===== config.mk =====
export PLATFORM = sky130hd
export DESIGN_NAME = vgm_ctrl
export DESIGN_NICKNAME = d
export VERILOG_FILES = /design/src/hw/rtl/vgm_pkg.sv /design/src/hw/rtl/vgm_ctrl.sv
export SDC_FILE = /design/constraint.sdc
export NUM_CORES = 1
export LEC_CHECK = 0
export BUFFER_PORTS_ARGS = -buffer_cell sky130_fd_sc_hd__buf_2
export CAP_MARGIN = 20
export CORE_UTILIZATION = 30
export DETAILED_ROUTE_END_ITERATION = 8
export GPL_TIMING_DRIVEN = 1
export PLACE_DENSITY_LB_ADDON = 0.15
export SYNTH_ARGS = -nofsm -noshare
export SYNTH_HDL_FRONTEND = slang
export SYNTH_SLANG_ARGS = --single-unit

===== constraint.sdc =====
create_clock -name clk -period 7 [get_ports clk]
set_clock_uncertainty 0.05 [all_clocks]
set_input_delay 1.4 -clock clk [delete_from_list [all_inputs] [get_ports clk]]
set_output_delay 1.4 -clock clk [all_outputs]
set_load 0.03 [all_outputs]

===== src/hw/rtl/vgm_pkg.sv =====
// ----------------------------------------------------------------------------
// vgm_pkg
// Shared widths, codes and transfer structs of the voxel gradient block.
// ----------------------------------------------------------------------------
`timescale 1ns / 1ps
`default_nettype none

package vgm_pkg;

  localparam int OP_W      = 1;
  localparam int VOX_W     = 8;
  localparam int GRAD_W    = 8;
  localparam int IDX_W     = 24;
  localparam int CFG_W     = 9;
  localparam int CFG_IDX_W = 2;
  localparam int CLAMP_W   = 11;

  localparam logic [OP_W-1:0]    OP_VOXEL  = 1'b0;
  localparam logic [CFG_W-1:0]   DIM_RESET = 9'd256;
  localparam logic [CLAMP_W-1:0] DIM_MIN   = 11'd3;

  localparam int OUTQ_DEPTH = 4;
  localparam int OUTQ_AW    = 2;
  localparam int OUTQ_CW    = 3;

  typedef enum logic [CFG_IDX_W-1:0] {
    REG_ROW_LENGTH  = 2'd0,
    REG_ROW_COUNT   = 2'd1,
    REG_PLANE_COUNT = 2'd2
  } cfg_reg_t;

  // control of one accepted transaction, from the sequencer to the datapath
  typedef struct packed {
    logic             valid;
    logic             step;
    logic             emit;
    logic             interior;
    logic             last;
    logic [IDX_W-1:0] index;
  } req_t;

  typedef struct packed {
    logic [GRAD_W-1:0] gradient;
    logic [IDX_W-1:0]  index;
    logic              last;
  } res_t;

endpackage

`default_nettype wire


===== src/hw/rtl/vgm_ctrl.sv =====
// ----------------------------------------------------------------------------
// vgm_ctrl
// Configuration registers, volume position counters and store addressing.
// ----------------------------------------------------------------------------
`timescale 1ns / 1ps
`default_nettype none

module vgm_ctrl import vgm_pkg::*; #(
  parameter int MAX_ROW_LENGTH  = 256,
  parameter int MAX_ROW_COUNT   = 256,
  parameter int MAX_PLANE_COUNT = 256
) (
  input  wire logic                 clk,
  input  wire logic                 rst_n,
  input  wire logic                 cfg_we,
  input  wire logic [CFG_IDX_W-1:0] cfg_index,
  input  wire logic [CFG_W-1:0]     cfg_data,
  input  wire logic                 acc,
  input  wire logic [OP_W-1:0]      op,
  output req_t                      req,
  output logic [$clog2(MAX_ROW_LENGTH*MAX_ROW_COUNT)-1:0] addr_a,
  output logic [$clog2(MAX_ROW_LENGTH*MAX_ROW_COUNT)-1:0] addr_b,
  output logic [$clog2(MAX_ROW_LENGTH)-1:0]               addr_row
);

  localparam int LW = $clog2(MAX_ROW_LENGTH + 1);
  localparam int CW = $clog2(MAX_ROW_COUNT + 1);
  localparam int NW = $clog2(MAX_PLANE_COUNT + 1);
  localparam int XW = $clog2(MAX_ROW_LENGTH);
  localparam int YW = $clog2(MAX_ROW_COUNT);
  localparam int ZW = $clog2(MAX_PLANE_COUNT);
  localparam int PW = $clog2(MAX_ROW_LENGTH * MAX_ROW_COUNT);

  function automatic logic [CLAMP_W-1:0] clamp_dim(input logic [CFG_W-1:0] v,
                                                   input logic [CLAMP_W-1:0] hi);
    logic [CLAMP_W-1:0] w;
    w = CLAMP_W'(v);
    if (w < DIM_MIN) begin
      w = DIM_MIN;
    end
    if (w > hi) begin
      w = hi;
    end
    return w;
  endfunction

  localparam logic [CLAMP_W-1:0] HI_RL = CLAMP_W'(MAX_ROW_LENGTH);
  localparam logic [CLAMP_W-1:0] HI_RC = CLAMP_W'(MAX_ROW_COUNT);
  localparam logic [CLAMP_W-1:0] HI_PC = CLAMP_W'(MAX_PLANE_COUNT);

  logic [LW-1:0]    rl_r, rl_nxt;
  logic [CW-1:0]    rc_r, rc_nxt;
  logic [NW-1:0]    pc_r, pc_nxt;
  logic [XW-1:0]    x_r, x_nxt;
  logic [YW-1:0]    y_r, y_nxt;
  logic [ZW-1:0]    z_r, z_nxt;
  logic [PW-1:0]    p_r, p_nxt;
  logic [IDX_W-1:0] q_r, q_nxt;
  logic             done_r, done_nxt;

  logic x_last, y_last, z_last, is_voxel, step, emit;

  assign x_last   = LW'(x_r) == (rl_r - LW'(1));
  assign y_last   = CW'(y_r) == (rc_r - CW'(1));
  assign z_last   = NW'(z_r) == (pc_r - NW'(1));
  assign is_voxel = op == OP_VOXEL;
  assign step     = acc && !done_r && is_voxel;
  // once the volume is fed any transaction drains one pending result
  assign emit     = acc && (done_r || (is_voxel && (z_r != '0)));

  always_comb begin
    rl_nxt   = rl_r;
    rc_nxt   = rc_r;
    pc_nxt   = pc_r;
    x_nxt    = x_r;
    y_nxt    = y_r;
    z_nxt    = z_r;
    p_nxt    = p_r;
    q_nxt    = q_r;
    done_nxt = done_r;
    if (cfg_we) begin
      case (cfg_index)
        REG_ROW_LENGTH:  rl_nxt = LW'(clamp_dim(cfg_data, HI_RL));
        REG_ROW_COUNT:   rc_nxt = CW'(clamp_dim(cfg_data, HI_RC));
        REG_PLANE_COUNT: pc_nxt = NW'(clamp_dim(cfg_data, HI_PC));
        default: ;
      endcase
      if (cfg_index == REG_ROW_LENGTH || cfg_index == REG_ROW_COUNT ||
          cfg_index == REG_PLANE_COUNT) begin
        x_nxt    = '0;
        y_nxt    = '0;
        z_nxt    = '0;
        p_nxt    = '0;
        q_nxt    = '0;
        done_nxt = 1'b0;
      end
    end else if (acc && done_r) begin
      // drain the last plane, reusing x and y as its position
      q_nxt = q_r + IDX_W'(1);
      if (x_last) begin
        x_nxt = '0;
        if (y_last) begin
          y_nxt    = '0;
          z_nxt    = '0;
          p_nxt    = '0;
          q_nxt    = '0;
          done_nxt = 1'b0;
        end else begin
          y_nxt = y_r + YW'(1);
        end
      end else begin
        x_nxt = x_r + XW'(1);
      end
    end else if (step) begin
      if (emit) begin
        q_nxt = q_r + IDX_W'(1);
      end
      p_nxt = p_r + PW'(1);
      if (x_last) begin
        x_nxt = '0;
        if (y_last) begin
          y_nxt = '0;
          p_nxt = '0;
          if (z_last) begin
            z_nxt    = '0;
            done_nxt = 1'b1;
          end else begin
            z_nxt = z_r + ZW'(1);
          end
        end else begin
          y_nxt = y_r + YW'(1);
        end
      end else begin
        x_nxt = x_r + XW'(1);
      end
    end
  end

  always_ff @(posedge clk) begin
    if (!rst_n) begin
      rl_r   <= LW'(clamp_dim(DIM_RESET, HI_RL));
      rc_r   <= CW'(clamp_dim(DIM_RESET, HI_RC));
      pc_r   <= NW'(clamp_dim(DIM_RESET, HI_PC));
      x_r    <= '0;
      y_r    <= '0;
      z_r    <= '0;
      p_r    <= '0;
      q_r    <= '0;
      done_r <= 1'b0;
    end else begin
      rl_r   <= rl_nxt;
      rc_r   <= rc_nxt;
      pc_r   <= pc_nxt;
      x_r    <= x_nxt;
      y_r    <= y_nxt;
      z_r    <= z_nxt;
      p_r    <= p_nxt;
      q_r    <= q_nxt;
      done_r <= done_nxt;
    end
  end

  always_comb begin
    req.valid    = acc;
    req.step     = step;
    req.emit     = emit;
    req.interior = (x_r != '0) && !x_last && (y_r != '0) && !y_last &&
                   (z_r > ZW'(1)) && !done_r;
    req.last     = done_r && x_last && y_last;
    req.index    = q_r;
  end

  // the column one row and one voxel ahead still holds the previous plane
  assign addr_a   = p_r;
  assign addr_b   = p_r + PW'(rl_r) + PW'(1);
  assign addr_row = x_r;

endmodule

`default_nettype wire


==> run metrics <==
outcome completed; flop-to-flop setup slack 2640 ps; Synth async-reset ratio 0%; CTS tree yes; layout cells sized above 1 16.25%; synthesized instance count 720; deepest clock path buffer count 2; FF+latch count, synth 92; worst-margin pin slew 1064 ps; worst min path class register to register; GR Overflow Total 0; EDFF count, synth 0; CTS H-tree depth 3; Routed WL 15.50 mm; clk root buf clkbuf_16; Worst-path clk slew 70 ps; dominant synthesized flop cell dfxtp_1; largest net degree at the start of global routing 53; Filler Cell Count 1,981; Max VDD drop 0.1117 mV; CP Capture Type output port; Final nets 827; multi-input logic area 3592 um^2; Port Buffers 84; min Tclk post-route 4666 ps; Reg area 1842 um^2; setup total negative slack 0 ps; CP top delay family simple AND/OR/NAND/NOR gates; WL per Instance 15.07 um; Post-DRT Antenna Nets 0; Worst Hold Path EP q_r[16]$_SDFFE_PN0P_; Seq/Total Area, Yosys 32.28%; Final Hold Fails 0; via count 5,192; Crit Reg-Reg Endpoint addr_a[5]$_SDFFE_PN0P_; Layout area overhead 15.44%; HP Start q_r[16]$_SDFFE_PN0P_; crit path max fanout 10; Finish-stage setup viols 0; fmax 0.2143 GHz; starting density of the core 30.60%; Detailed Route Iter0 Violations 237; crit path max-delay cell type nor4_1; WHS Path Cells 1; largest stage delay on the critical path 430 ps; core area 18,640 um^2; Post-DP HPWL 11.63 mm; R2R cell count 10; Cell Area, Placed 6297 um^2; area of the mapped netlist 5705 um^2; PwrDens 174.3 nW/um^2; Critical Path, Cell by Cell inv_1 -> ha_1 -> or2b_2 -> or3_1 -> a221oi_1 -> nor4b_1 -> and2_1 -> nor4_1 -> buf_2; Synthesis Warnings 0; type of the worst setup path register to output port; GRT Resource Usage Total 15.95%; initial antenna violation count 0; clock latency on the worst-skew pair 350 ps; DIE WIDTH 139.9 um; crit path launch type register; Avg Synthesized Cell Area 7.924 um^2; Clock Sinks 92; first-pass GRT wire length 25.05 mm; syn_nets 758; die area 19,570 um^2; Post-CTS Resized 0; leakage 0.002646 uW; post-route design area 6586 um^2; Rows 50; crit path DAT 3220 ps; hold_buf cts 0; Final period util 66.66%; Distinct cells, synth 72; Via density 5.051; Die Y 139.9 um; Reg2Reg Launch Point rl_r[0]$_SDFFE_PN0P_; drt pass-1 iters 4; worst rel slew slack 28.75%; # diodes 0; Pins Over Slew Limit 0; number of global-route vias before repair 4,867; DRC viols 0; Final GP Congestion 0.8515; CP required 5550 ps; Setup Fix Bufs, Post-CTS 0; RSZ-0062 raised after global routing false; io pins 85; Max Cap Viol 0; Bufs and invs on worst path 2; TritonCTS buffer count 9
## flip-flops by register name, indices dropped and copies added (netlist names)
signal	flops
addr_a	16
pc_r	9
rc_r	9
addr_row	8
y_r	8
rl_r	9
done_r	1
z_r	8
q_r	24
## worst max path at each step
| stage | start | end | slack, ps | depth (start not counted) |
|---|---|---|---|---|
| after floorplan | rl_r[0]$_SDFFE_PN0P_ | req[25] | 2660 | 9 |
| after global placement | rl_r[1]$_SDFFE_PN0P_ | req[25] | 2800 | 9 |
| after detailed placement | rl_r[0]$_SDFFE_PN0P_ | addr_a[5]$_SDFFE_PN0P_ | 2700 | 10 |
| after CTS | rl_r[0]$_SDFFE_PN0P_ | req[25] | 2330 | 9 |
| after global routing | rl_r[0]$_SDFFE_PN0P_ | req[24] | 2190 | 9 |
| final | rl_r[0]$_SDFFE_PN0P_ | req[25] | 2330 | 9 |
## power by group
group | internal [uW] | switching, uW
clock | 254 | 224
sequential | 530 | 12.1
combinational | 45.6 | 81.8
## metrics by stage
step	hold slack (ps)	setup WS, ps	util, %	instances	total power, uW
6_report	450.3	2334	35.33	1028	1148
5_1_grt	478.1	2192	35.33	1028	1204
4_1_cts	454.5	2328	35.30	1027	1166
3_5_place_dp	438.7	2701	33.78	1011	682.9
3_3_place_gp	426.5	2805	33.78	1011	680.2
2_1_floorplan	407.1	2656	-	720	646.4
## layer usage
layer	GRT usage, %	part of all wire [%]	vias up
met3	2.256	2.7	19
li1	-	-	2634
met1	21.48	50	2460
met5	0	0	-
met4	6.246	1.7	0
met2	25.68	46	79
## kinds of logic after synthesis
family                     after synthesis  share of synthesized area [%]
AOI/OAI and AO/OA                      146                          17.39
xor gates and xnor gates                76                          11.67
adders and majority gates               22                          4.956
buffers and inverters                   64                          4.759
DFF                                     92                          32.28
muxes                                    5                         0.8772
and+or+nand+nor                        315                          28.07
## cell usage after synthesis (5+ instances only)
library cell,instances,area share (%)
nor2b_1,15,1.6
nand4_1,11,1.2
mux2i_1,5,0.88
nor4_1,7,0.77
nand3_1,27,2.4
or4_1,7,0.92
clkbuf_1,22,1.4
nor3_1,18,1.6
o22ai_1,7,0.77
nand2_1,103,6.8
or3_1,8,0.88
ha_1,21,4.6
nand3b_1,8,1.1
and2_1,7,0.77
and3_1,12,1.3
nor2_1,61,4.0
xor2_1,38,5.8
inv_1,34,2.2
o21ai_0,25,2.2
o211ai_1,6,0.79
a31oi_1,10,1.1
a21boi_0,28,3.7
dfxtp_1,92,32
a21oi_1,37,3.2
xnor2_1,38,5.8
## cells in the final DEF (no fill, tap or decap), types with 18 or more instances in the layout
cell,n
xor2_1,38
a21oi_1,37
xnor2_1,38
a21boi_0,28
dfxtp_1,92
nand2_1,103
nor3_1,18
buf_2,85
o21ai_0,25
ha_1,21
inv_1,34
nand3_1,27
nor2_1,61
## layout make-up
cell class                 instances  area share, %
clock buffer                      10          3.628
clock inverter                     6         0.6839
inverter                          34          1.938
multi-input combinational        564          54.54
sequential                        92          27.96
tap                              234          4.445
timing repair buffer              88          6.801
## worst register-to-register path: stages (launching register included)
cell and delay [ps]:
dfxtp_1 360, inv_1 100, ha_1 240, or2b_2 340, or3_1 330, a221oi_1 320
nor4b_1 110, and2_1 340, a31oi_1 920, nand2_1 740, o31ai_1 400
(Power assumes the default switching activity.)
