`config.mk`:
```
export PLATFORM = sky130hd
export DESIGN_NAME = vgm_outq
export DESIGN_NICKNAME = d
export VERILOG_FILES = /design/src/hw/rtl/vgm_pkg.sv /design/src/hw/rtl/vgm_outq.sv
export SDC_FILE = /design/constraint.sdc
export NUM_CORES = 1
export LEC_CHECK = 0
export BUFFER_PORTS_ARGS = -buffer_cell sky130_fd_sc_hd__buf_4
export CAP_MARGIN = 30
export CORE_ASPECT_RATIO = 1.5
export CORE_MARGIN = 5
export CORE_UTILIZATION = 60
export CTS_CLUSTER_DIAMETER = 80
export DETAILED_ROUTE_END_ITERATION = 8
export PLACE_DENSITY = 0.93
export SETUP_SLACK_MARGIN = 0.3
export SLEW_MARGIN = 20
export SYNTH_ARGS = -nofsm -noshare
export SYNTH_HDL_FRONTEND = slang
export SYNTH_SLANG_ARGS = --single-unit
```
`constraint.sdc`:
```
create_clock -name clk -period 5.6 [get_ports clk]
set_input_delay 0.56 -clock clk [delete_from_list [all_inputs] [get_ports clk]]
set_output_delay 0.56 -clock clk [all_outputs]
set_load 0.01 [all_outputs]
```
`src/hw/rtl/vgm_pkg.sv`:
```
// ----------------------------------------------------------------------------
// vgm_pkg
// Shared widths, codes and transfer structs of the voxel gradient block.
// ----------------------------------------------------------------------------
`timescale 1ns / 1ps
`default_nettype none

package vgm_pkg;

  localparam int OP_W      = 1;
  localparam int VOX_W     = 8;
  localparam int GRAD_W    = 8;
  localparam int IDX_W     = 24;
  localparam int CFG_W     = 9;
  localparam int CFG_IDX_W = 2;
  localparam int CLAMP_W   = 11;

  localparam logic [OP_W-1:0]    OP_VOXEL  = 1'b0;
  localparam logic [CFG_W-1:0]   DIM_RESET = 9'd256;
  localparam logic [CLAMP_W-1:0] DIM_MIN   = 11'd3;

  localparam int OUTQ_DEPTH = 4;
  localparam int OUTQ_AW    = 2;
  localparam int OUTQ_CW    = 3;

  typedef enum logic [CFG_IDX_W-1:0] {
    REG_ROW_LENGTH  = 2'd0,
    REG_ROW_COUNT   = 2'd1,
    REG_PLANE_COUNT = 2'd2
  } cfg_reg_t;

  // control of one accepted transaction, from the sequencer to the datapath
  typedef struct packed {
    logic             valid;
    logic             step;
    logic             emit;
    logic             interior;
    logic             last;
    logic [IDX_W-1:0] index;
  } req_t;

  typedef struct packed {
    logic [GRAD_W-1:0] gradient;
    logic [IDX_W-1:0]  index;
    logic              last;
  } res_t;

endpackage

`default_nettype wire

```
`src/hw/rtl/vgm_outq.sv`:
```
// ----------------------------------------------------------------------------
// vgm_outq
// Small result queue that decouples the pipeline from a stalling receiver.
// ----------------------------------------------------------------------------
`timescale 1ns / 1ps
`default_nettype none

module vgm_outq import vgm_pkg::*; (
  input  wire logic               clk,
  input  wire logic               rst_n,
  input  wire logic               push,
  input  wire res_t               push_data,
  input  wire logic               pop_ready,
  output logic                    pop_valid,
  output res_t                    pop_data,
  output logic [OUTQ_CW-1:0]      count
);

  res_t                 q_mem [0:OUTQ_DEPTH-1];
  logic [OUTQ_AW-1:0]   wr_ptr_r, wr_ptr_nxt;
  logic [OUTQ_AW-1:0]   rd_ptr_r, rd_ptr_nxt;
  logic [OUTQ_CW-1:0]   cnt_r, cnt_nxt;
  logic                 pop;

  assign pop_valid = cnt_r != '0;
  assign pop       = pop_valid && pop_ready;
  assign pop_data  = q_mem[rd_ptr_r];
  assign count     = cnt_r;

  always_comb begin
    wr_ptr_nxt = push ? wr_ptr_r + OUTQ_AW'(1) : wr_ptr_r;
    rd_ptr_nxt = pop ? rd_ptr_r + OUTQ_AW'(1) : rd_ptr_r;
    cnt_nxt    = cnt_r + OUTQ_CW'(push) - OUTQ_CW'(pop);
  end

  always_ff @(posedge clk) begin
    if (push) begin
      q_mem[wr_ptr_r] <= push_data;
    end
  end

  always_ff @(posedge clk) begin
    if (!rst_n) begin
      wr_ptr_r <= '0;
      rd_ptr_r <= '0;
      cnt_r    <= '0;
    end else begin
      wr_ptr_r <= wr_ptr_nxt;
      rd_ptr_r <= rd_ptr_nxt;
      cnt_r    <= cnt_nxt;
    end
  end

endmodule

`default_nettype wire

```
==> impl_metrics.env, run 1 <==
export IMPL_min_period_ps=2740
export IMPL_hold_buffers=0
export IMPL_r2r_start="count[1]"
export IMPL_firstDrtPassIters=4
export IMPL_routed_wl_um=9510
export IMPL_fin_skew_ps=5.48
export IMPL_netlist_area_mm2=0.00528
export IMPL_start_util_pct=60.5
export IMPL_globalplace_congestion=0.678
export IMPL_outcome="complete, no violations"
export IMPL_fin_area_mm2=0.00647
export IMPL_rsz0062_at_grt="no"
export IMPL_max_slew_margin_pct=40.6
export IMPL_maxClockFrequency_ghz=0.365
export IMPL_antenna_found_initial=0
export IMPL_cp_common_cell="buf_4"
export IMPL_arrival_ps=2180
export IMPL_hold_viol_final=0
export IMPL_vias_per_cell=5.64
export IMPL_async_reset_ff_share_pct=0
export IMPL_grt_pass1_wl_um=15000
export IMPL_clk_pin_slew_worst_paths_ps=60
export IMPL_fillers=523
export IMPL_drive_gt1_share_pct=43.8
export IMPL_clockBufferDepth=2
export IMPL_crit_end="pop_data[20]"
export IMPL_drc=0
export IMPL_hp_class="input pin to register"
export IMPL_nets=346
export IMPL_start_kind="register"
export IMPL_fin_ws_ps=2860
export IMPL_synth_top_area_share_pct=75.1
export IMPL_num_vias=2398
export IMPL_worst_path_stages=3
export IMPL_yosys_warnings=0
export IMPL_htree_levels=4
export IMPL_slowest_delay_ps=610
export IMPL_ant_nets=0
export IMPL_grt_overflow=0
export IMPL_powerDensity_mw_per_mm2=443
export IMPL_grt_pass1_vias=2661
export IMPL_endpoint_kind="primary output"
export IMPL_swShare_pct=23.1
export IMPL_synth_cells=217
export IMPL_postCtsSetupBuffers=0
export IMPL_dieWidth_um=86.6
export IMPL_grt_util_all_layers_pct=19.7
export IMPL_place_area_mm2=0.00589
export IMPL_synth_area_leaders="edfxtp_1 75%, mux4_2 13%, dfxtp_1 3.4%"
export IMPL_drt_iter0_drc=198
export IMPL_ir_drop_v=0.000329
export IMPL_rows=42
export IMPL_clkPwrFrac_pct=37.9
export IMPL_synth_commonest_cells="132 x edfxtp_1, 30 x mux4_2, 9 x dfxtp_1"
export IMPL_utilization_pct=74.1
export IMPL_routedWlPerCell_um=22.4
export IMPL_ys_seq_area_share_pct=78.5
export IMPL_leakage_nw=2.27
export IMPL_core_mm2=0.00872
export IMPL_synth_distinct_cells=21
export IMPL_worstSetupPathType="register to primary output"
export IMPL_post_cts_resized=0
export IMPL_dp_slack_ps=3270
export IMPL_maxSlewViolCount=0
export IMPL_die_area_mm2=0.0108
export IMPL_ioPinCount=74
export IMPL_combPwrFrac_pct=17.7
export IMPL_diodes=0
export IMPL_ys_seq_elements=141
export IMPL_r2r_cells=7
export IMPL_die_y_um=125
export IMPL_worst_skew_pair_late_latency_ps=410
export IMPL_cp_max_fo=27
export IMPL_synth_fp_nets=261
export IMPL_cts_sinks=141
export IMPL_worst_pin_slew_ps=890
export IMPL_cts_tree="built"
export IMPL_area_growth_syn_to_layout_pct=22.5
export IMPL_synth_edff_count=132
export IMPL_instances_no_fill=425
export IMPL_crit_family="buffers and inverters"
export IMPL_cp_slowest_cell="mux4_2"
export IMPL_cts_buffers=17
export IMPL_setup_tns_ps=0
export IMPL_synth_area_per_cell_um2=24.3
export IMPL_worst_endpoint_required_ps=5040
export IMPL_portBuffers=73
export IMPL_hold_slack_ps=348
export IMPL_reg2reg_setup_slack_ps=3550
export IMPL_p_switching_mw=0.663
export IMPL_power_share_sequential_pct=44.4
export IMPL_p_total_mw=2.87
export IMPL_p_int_mw=2.20
export IMPL_max_cap_violations=0
export IMPL_synth_ff_type="edfxtp_1"
export IMPL_grt_max_degree=34
export IMPL_synth_largest_area_cell="edfxtp_1"
export IMPL_crit_buf_inv=2
export IMPL_r2r_end="count[2]"
export IMPL_dp_hpwl_um=5320
export IMPL_place_inst=393
export IMPL_setup_viol=0
export IMPL_finalCritPeriodShare_pct=48.9
export IMPL_crit_chain="buf_4 -> mux4_2 -> buf_4"
export IMPL_yosysMostFrequentCell="edfxtp_1"
export IMPL_root_buffer="clkbuf_16"
worst min path at each step:
stage,from,to,slack (ps),depth (start not counted)
2_1_floorplan,rd_ptr_r[1],register,450,2
3_3_place_gp,rd_ptr_r[1],register,450,2
3_5_place_dp,rd_ptr_r[1],register,480,2
4_1_cts,push_data[23],q_mem[3][23],320,1
5_1_grt,push_data[23],q_mem[1][23],320,1
6_report,push_data[13],q_mem[1][13],350,1
per-layer routing:
metal  vias to the layer above  routed length, um  global-route usage (%)  part of all wire [%]
li1                       1072                  -                       -                     -
met1                      1231               3400                    22.7                    36
met2                        85               5450                    33.0                    57
met3                        10                533                    6.49                   5.6
met4                         0                128                    8.90                   1.3
met5                         -                  0                       0                     0
layout by cell type (no fill, tap or decap):
cell type | synthesis | routed
mux2i_1 | 4 | 4
clkinv_1 | 0 | 3
and2_2 | 0 | 4
clkbuf_16 | 0 | 17
clkinvlp_4 | 0 | 2
o311ai_0 | 1 | 1
o31a_1 | 1 | 1
bufinv_16 | 0 | 3
xnor3_1 | 1 | 1
or3_1 | 1 | 1
xor2_1 | 1 | 1
inv_1 | 6 | 6
nand2b_1 | 2 | 2
ha_1 | 6 | 6
dfxtp_1 | 9 | 7
mux4_1 | 3 | 3
mux4_2 | 30 | 30
nand2_1 | 2 | 2
inv_6 | 0 | 1
nor2b_1 | 1 | 1
and2_1 | 8 | 4
clkbuf_1 | 1 | 1
dfxtp_2 | 0 | 2
clkinv_2 | 0 | 5
fa_1 | 1 | 1
buf_4 | 0 | 74
edfxtp_1 | 132 | 132
worst register-to-register path, cell delays in order, from the launching register on:
cell and delay [ps]:
dfxtp_1 350, o31a_1 370, ha_1 290, inv_1 40
ha_1 180, fa_1 380, xnor3_1 170, and2_1 160
registers in the layout, summed over array words and instances, names as in the netlist, named ones only:
signal and cells:
q_mem 132, count 3, rd_ptr_r 2, wr_ptr_r 2
cell type report:
cell class / count / area [um2] / share of cell area [%]
clock buffer: 18 / 429 / 6.64
clock inverter: 14 / 150 / 2.32
inverter: 6 / 22.5 / 0.348
multi-input combinational: 62 / 1030 / 15.9
sequential: 141 / 4150 / 64.1
tap: 110 / 138 / 2.13
timing repair buffer: 74 / 556 / 8.59
cell families (layout without fill, tap and decap cells):
family / count (synthesis) / in the layout / synth area share (%)
DFF: 141 / 141 / 78.5
buffers and inverters: 14 / 112 / 2.13
AOI/OAI and AO/OA: 2 / 2 / 0.332
and+or+nand+nor: 14 / 14 / 1.56
xor gates and xnor gates: 2 / 2 / 0.593
muxes: 37 / 37 / 15.1
adders and majority gates: 7 / 7 / 1.80
power groups by stage:
stage	Combinational [mW]	Clock (mW)	Sequential, mW
6_report	0.508	1.09	1.27
5_1_grt	0.553	1.17	1.28
4_1_cts	0.521	1.11	1.27
3_5_place_dp	0.515	0	1.29
3_3_place_gp	0.503	0	1.29
2_1_floorplan	0.354	0	1.26
(Power assumes the default switching activity.)
==> inputs of run 2 (changes only) <==
--- a/config.mk
+++ b/config.mk
@@ -9,10 +9,10 @@
 export CAP_MARGIN = 30
 export CORE_ASPECT_RATIO = 1.5
 export CORE_MARGIN = 5
-export CORE_UTILIZATION = 60
+export CORE_UTILIZATION = 56
 export CTS_CLUSTER_DIAMETER = 80
 export DETAILED_ROUTE_END_ITERATION = 8
-export PLACE_DENSITY = 0.93
+export PLACE_DENSITY = 0.88
 export SETUP_SLACK_MARGIN = 0.3
 export SLEW_MARGIN = 20
 export SYNTH_ARGS = -nofsm -noshare
==> constraint.sdc (replaced) <==
create_clock -name clk -period 2.6 [get_ports clk]
set_input_delay 0.26 -clock clk [delete_from_list [all_inputs] [get_ports clk]]
set_output_delay 0.26 -clock clk [all_outputs]
set_load 0.01 [all_outputs]
==> impl_metrics.env, run 2 (synthesis gave the netlist of run 1 again) <==
export IMPL_fillers=551
export IMPL_die_area_mm2=0.0115
export IMPL_cp_slowest_cell="dfxtp_2"
export IMPL_place_inst=401
export IMPL_cts_tree="built"
export IMPL_worst_skew_pair_late_latency_ps=410
export IMPL_reg2reg_setup_slack_ps=530
export IMPL_powerDensity_mw_per_mm2=957
export IMPL_grt_util_all_layers_pct=19.0
export IMPL_rows=43
export IMPL_firstDrtPassIters=4
export IMPL_htree_levels=4
export IMPL_hold_buffers=0
export IMPL_maxSlewViolCount=0
export IMPL_grt_pass1_wl_um=15100
export IMPL_hold_slack_ps=51.3
export IMPL_r2r_cells=7
export IMPL_crit_family="flip-flops"
export IMPL_layout_commonest_cell="edfxtp_1"
export IMPL_start_util_pct=57.0
export IMPL_largest_register_ffs=132
export IMPL_p_total_mw=6.25
export IMPL_start_kind="register"
export IMPL_num_vias=2473
export IMPL_r2r_start="count[1]"
export IMPL_postCtsSetupBuffers=0
export IMPL_ant_nets=0
export IMPL_dieWidth_um=89.3
export IMPL_drive_gt1_share_pct=44.2
export IMPL_nets=352
export IMPL_worstHoldStart="push_data[20]"
export IMPL_cts_buffers=17
export IMPL_max_cap_violations=0
export IMPL_hp_class="input pin to register"
export IMPL_vias_per_cell=5.71
export IMPL_core_mm2=0.00925
export IMPL_dp_hpwl_um=6110
export IMPL_setup_viol=0
export IMPL_leakage_nw=2.31
export IMPL_worstHoldPathCells=1
export IMPL_hold_viol_final=0
export IMPL_grt_pass1_vias=2786
export IMPL_clockBufferDepth=2
export IMPL_drt_iter0_drc=172
export IMPL_grt_max_degree=34
export IMPL_routedWlPerCell_um=22.7
export IMPL_root_buffer="clkbuf_16"
export IMPL_slowest_delay_ps=670
export IMPL_antenna_found_initial=0
export IMPL_min_period_ps=2160
export IMPL_routed_wl_um=9830
export IMPL_ir_drop_v=0.000801
export IMPL_arrival_ps=1900
export IMPL_max_flop_register="q_mem"
export IMPL_maxClockFrequency_ghz=0.462
export IMPL_globalplace_congestion=0.712
export IMPL_post_cts_resized=0
export IMPL_hold_end="q_mem[0][20]"
export IMPL_cts_sinks=141
export IMPL_worst_pin_slew_ps=910
export IMPL_final_cell_mix="132 x edfxtp_1, 79 x buf_4, 30 x mux4_2, 17 x clkbuf_16, 7 x dfxtp_1"
export IMPL_endpoint_kind="primary output"
export IMPL_worstSetupPathType="register to primary output"
export IMPL_crit_buf_inv=2
export IMPL_clk_pin_slew_worst_paths_ps=60
export IMPL_drc=0
export IMPL_worst_endpoint_required_ps=2340
export IMPL_max_slew_margin_pct=39.4
export IMPL_cp_max_fo=19
export IMPL_diodes=0
export IMPL_fin_skew_ps=4.78
export IMPL_setup_tns_ps=0
export IMPL_cp_common_cell="buf_4"
export IMPL_r2r_end="count[2]"
export IMPL_rsz0062_at_grt="no"
export IMPL_crit_chain="buf_4 -> mux4_1 -> buf_4"
export IMPL_outcome="complete, no violations"
export IMPL_area_growth_syn_to_layout_pct=23.9
export IMPL_portBuffers=73
export IMPL_die_y_um=129
export IMPL_finalCritPeriodShare_pct=83.3
export IMPL_ioPinCount=74
export IMPL_instances_no_fill=433
export IMPL_grt_overflow=0
[run 2: changes by cell type in the layout (fill, tap and decap cells not counted)]
| cell | before | now |
|---|---|---|
| buf_12 | 0 | 1 |
| buf_4 | 74 | 79 |
| clkbuf_1 | 1 | 6 |
| clkbuf_8 | 0 | 2 |
| clkinv_1 | 3 | 0 |
| clkinv_2 | 5 | 3 |
| clkinv_4 | 0 | 1 |
| clkinvlp_4 | 2 | 0 |
| inv_6 | 1 | 0 |
[run 2: area by class of cell]
class                           count  area [um2]  share of cell area, %
Inverter                            6        22.5                  0.344
Clock inverter                      7         114                   1.74
Sequential cell                   141        4150                   63.4
Timing Repair Buffer               80         613                   9.38
Multi-Input combinational cell     62        1030                   15.7
Tap cell                          112         140                   2.14
Clock buffer                       25         475                   7.27
[run 2: stage by stage]
step | cell area (um2) | worst slack (ps) | utilization [%]
floorplan | 5280 | 624 | -
global placement | 5950 | 623 | 64.3
detailed placement | 5950 | 542 | 64.3
CTS | 6540 | 390 | 70.6
global route | 6540 | 342 | 70.6
finish | 6540 | 435 | 70.6
[run 2: report_power, final]
group	switching [mW]	internal (mW)
clock	0.816	1.56
sequential	0.0793	2.63
combinational	0.527	0.646
[run 2: worst max-delay path by stage]
stage / start / to / cells after the start
floorplan: count[1] / count[2] / 7
global placement: count[1] / count[2] / 7
detailed placement: count[1] / count[2] / 7
CTS: register / pop_data[1] / 3
global route: register / pop_data[1] / 3
finish: register / pop_data[1] / 3
[run 2: layer usage]
| metal | vias up | routed length [um] | GRT usage (%) |
|---|---|---|---|
| met1 | 1283 | 3510 | 21.1 |
| met4 | 0 | 291 | 9.20 |
| met2 | 89 | 5550 | 33.1 |
| met3 | 20 | 486 | 5.25 |
| li1 | 1081 | - | - |
| met5 | - | 0 | 0 |
==> inputs of run 3 (changes only) <==
--- a/config.mk
+++ b/config.mk
@@ -9,10 +9,10 @@
 export CAP_MARGIN = 30
 export CORE_ASPECT_RATIO = 1.5
 export CORE_MARGIN = 5
-export CORE_UTILIZATION = 56
+export CORE_UTILIZATION = 51
 export CTS_CLUSTER_DIAMETER = 80
 export DETAILED_ROUTE_END_ITERATION = 8
-export PLACE_DENSITY = 0.88
+export PLACE_DENSITY = 0.85
 export SETUP_SLACK_MARGIN = 0.3
 export SLEW_MARGIN = 20
 export SYNTH_ARGS = -nofsm -noshare
==> constraint.sdc (replaced) <==
create_clock -name clk -period 1.9 [get_ports clk]
set_input_delay 0.19 -clock clk [delete_from_list [all_inputs] [get_ports clk]]
set_output_delay 0.19 -clock clk [all_outputs]
set_load 0.01 [all_outputs]
==> impl_metrics.env, run 3 (synthesis gave the netlist of run 1 again) <==
export IMPL_outcome="finished with violations"
export IMPL_violations="negative setup slack"
export IMPL_fin_skew_ps=6.76
export IMPL_die_area_mm2=0.0125
export IMPL_num_vias=2526
export IMPL_die_y_um=135
export IMPL_dp_hpwl_um=5680
export IMPL_routedWlPerCell_um=19.7
export IMPL_nets=391
export IMPL_setup_viol=1
export IMPL_rows=45
export IMPL_ant_nets=0
export IMPL_clkPwrFrac_pct=32.5
export IMPL_routed_wl_um=9400
export IMPL_drc=0
export IMPL_worst_path_stages=3
export IMPL_max_flop_register="q_mem"
export IMPL_crit_family="multiplexers"
export IMPL_min_period_ps=1910
export IMPL_hold_viol_final=0
export IMPL_portBuffers=73
export IMPL_root_buffer="clkbuf_16"
export IMPL_grt_pass1_wl_um=14400
export IMPL_drt_iter0_drc=150
export IMPL_p_int_mw=6.49
export IMPL_grt_util_all_layers_pct=15.9
export IMPL_max_slew_margin_pct=65.4
export IMPL_final_cell_mix="132 x edfxtp_1, 46 x buf_4, 34 x buf_6, 33 x mux4_2, 33 x dlygate4sd3_1"
export IMPL_cts_sinks=141
export IMPL_vias_per_cell=5.30
export IMPL_htree_levels=4
export IMPL_maxSlewViolCount=0
export IMPL_endpoint_kind="primary output"
export IMPL_reg2reg_setup_slack_ps=30
export IMPL_start_util_pct=52.1
export IMPL_grt_max_degree=34
export IMPL_r2r_start="count[1]"
export IMPL_fin_ws_ps=-6.34
export IMPL_diodes=0
export IMPL_power_share_sequential_pct=43.4
export IMPL_worst_endpoint_required_ps=1710
export IMPL_largest_register_ffs=132
export IMPL_drive_gt1_share_pct=44.2
export IMPL_hold_end="wr_ptr_r[0]"
export IMPL_setup_tns_ps=-6.34
export IMPL_worstHoldPathCells=2
export IMPL_crit_chain="clkbuf_16 -> mux4_2 -> buf_6"
export IMPL_postCtsSetupBuffers=0
export IMPL_worst_skew_pair_late_latency_ps=400
export IMPL_max_cap_violations=0
export IMPL_hold_slack_ps=68.5
export IMPL_firstDrtPassIters=4
export IMPL_ioPinCount=74
export IMPL_combPwrFrac_pct=24.1
export IMPL_ir_drop_v=0.00102
export IMPL_crit_buf_inv=2
export IMPL_maxClockFrequency_ghz=0.525
export IMPL_swShare_pct=23.9
export IMPL_antenna_found_initial=0
export IMPL_worstSetupPathType="register to primary output"
export IMPL_powerDensity_mw_per_mm2=1210
export IMPL_area_growth_syn_to_layout_pct=33.6
export IMPL_globalplace_congestion=0.719
export IMPL_grt_overflow=0
export IMPL_leakage_nw=2.49
export IMPL_layout_commonest_cell="edfxtp_1"
export IMPL_dieWidth_um=93.1
export IMPL_arrival_ps=1720
export IMPL_utilization_pct=69.6
export IMPL_r2r_end="count[2]"
export IMPL_cp_max_fo=9
export IMPL_worstHoldStart="rst_n"
export IMPL_core_mm2=0.0101
export IMPL_p_switching_mw=2.04
export IMPL_cts_tree="built"
export IMPL_cts_buffers=17
export IMPL_start_kind="register"
export IMPL_finalCritPeriodShare_pct=100
export IMPL_r2r_cells=7
export IMPL_rsz0062_at_grt="yes"
export IMPL_p_total_mw=8.53
export IMPL_clockBufferDepth=2
export IMPL_worst_pin_slew_ps=519
export IMPL_grt_pass1_vias=2778
export IMPL_cp_slowest_cell="mux4_2"
export IMPL_clk_pin_slew_worst_paths_ps=60
export IMPL_hp_class="input pin to register"
export IMPL_slowest_delay_ps=530
run 3: metal layers:
| metal | track usage (%) | share of wire, % |
|---|---|---|
| met5 | 0 | 0 |
| met4 | 5.70 | 1.3 |
| met3 | 5.30 | 4.3 |
| met2 | 28.3 | 57 |
| met1 | 17.5 | 37 |
run 3: stage by stage:
step	setup slack (ps)	std cells	instance area, um2
floorplan	-6.57	217	5290
global placement	52.8	410	6020
detailed placement	-13.9	410	6020
CTS	-1.86	475	6950
global route	-76.1	477	7050
finish	-6.34	477	7050
run 3: how the worst max path moves through the flow:
stage	start	end	slack [ps]
final	register	pop_data[21]	-6
after global routing	register	pop_data[21]	-80
after CTS	register	pop_data[27]	-2
after detailed placement	count[2]	count[2]	-10
after global placement	count[2]	count[2]	50
after floorplan	count[2]	count[2]	-7
run 3: final cells by class:
| cell class | count | area, um2 |
|---|---|---|
| multi-input combinational | 62 | 1030 |
| clock inverter | 14 | 80.1 |
| clock buffer | 18 | 429 |
| inverter | 6 | 22.5 |
| timing repair buffer | 119 | 1190 |
| tap | 117 | 146 |
| sequential | 141 | 4160 |
| fill | 623 | 3080 |
run 3: power groups by stage:
stage	Combinational, mW	Sequential (mW)	Clock [mW]
finish	2.05	3.70	2.77
global route	2.23	3.72	2.99
CTS	1.91	3.69	2.82
floorplan	1.05	3.73	0
detailed placement	1.71	3.74	0
global placement	1.68	3.73	0
run 3: what timing repair did:
action,in CTS,in global routing
cloned,0,2
endpoints found under the setup margin,101,36
resized for setup,30,17
hold endpoints to repair,132,0
hold buffers,33,0
pin swaps,2,0
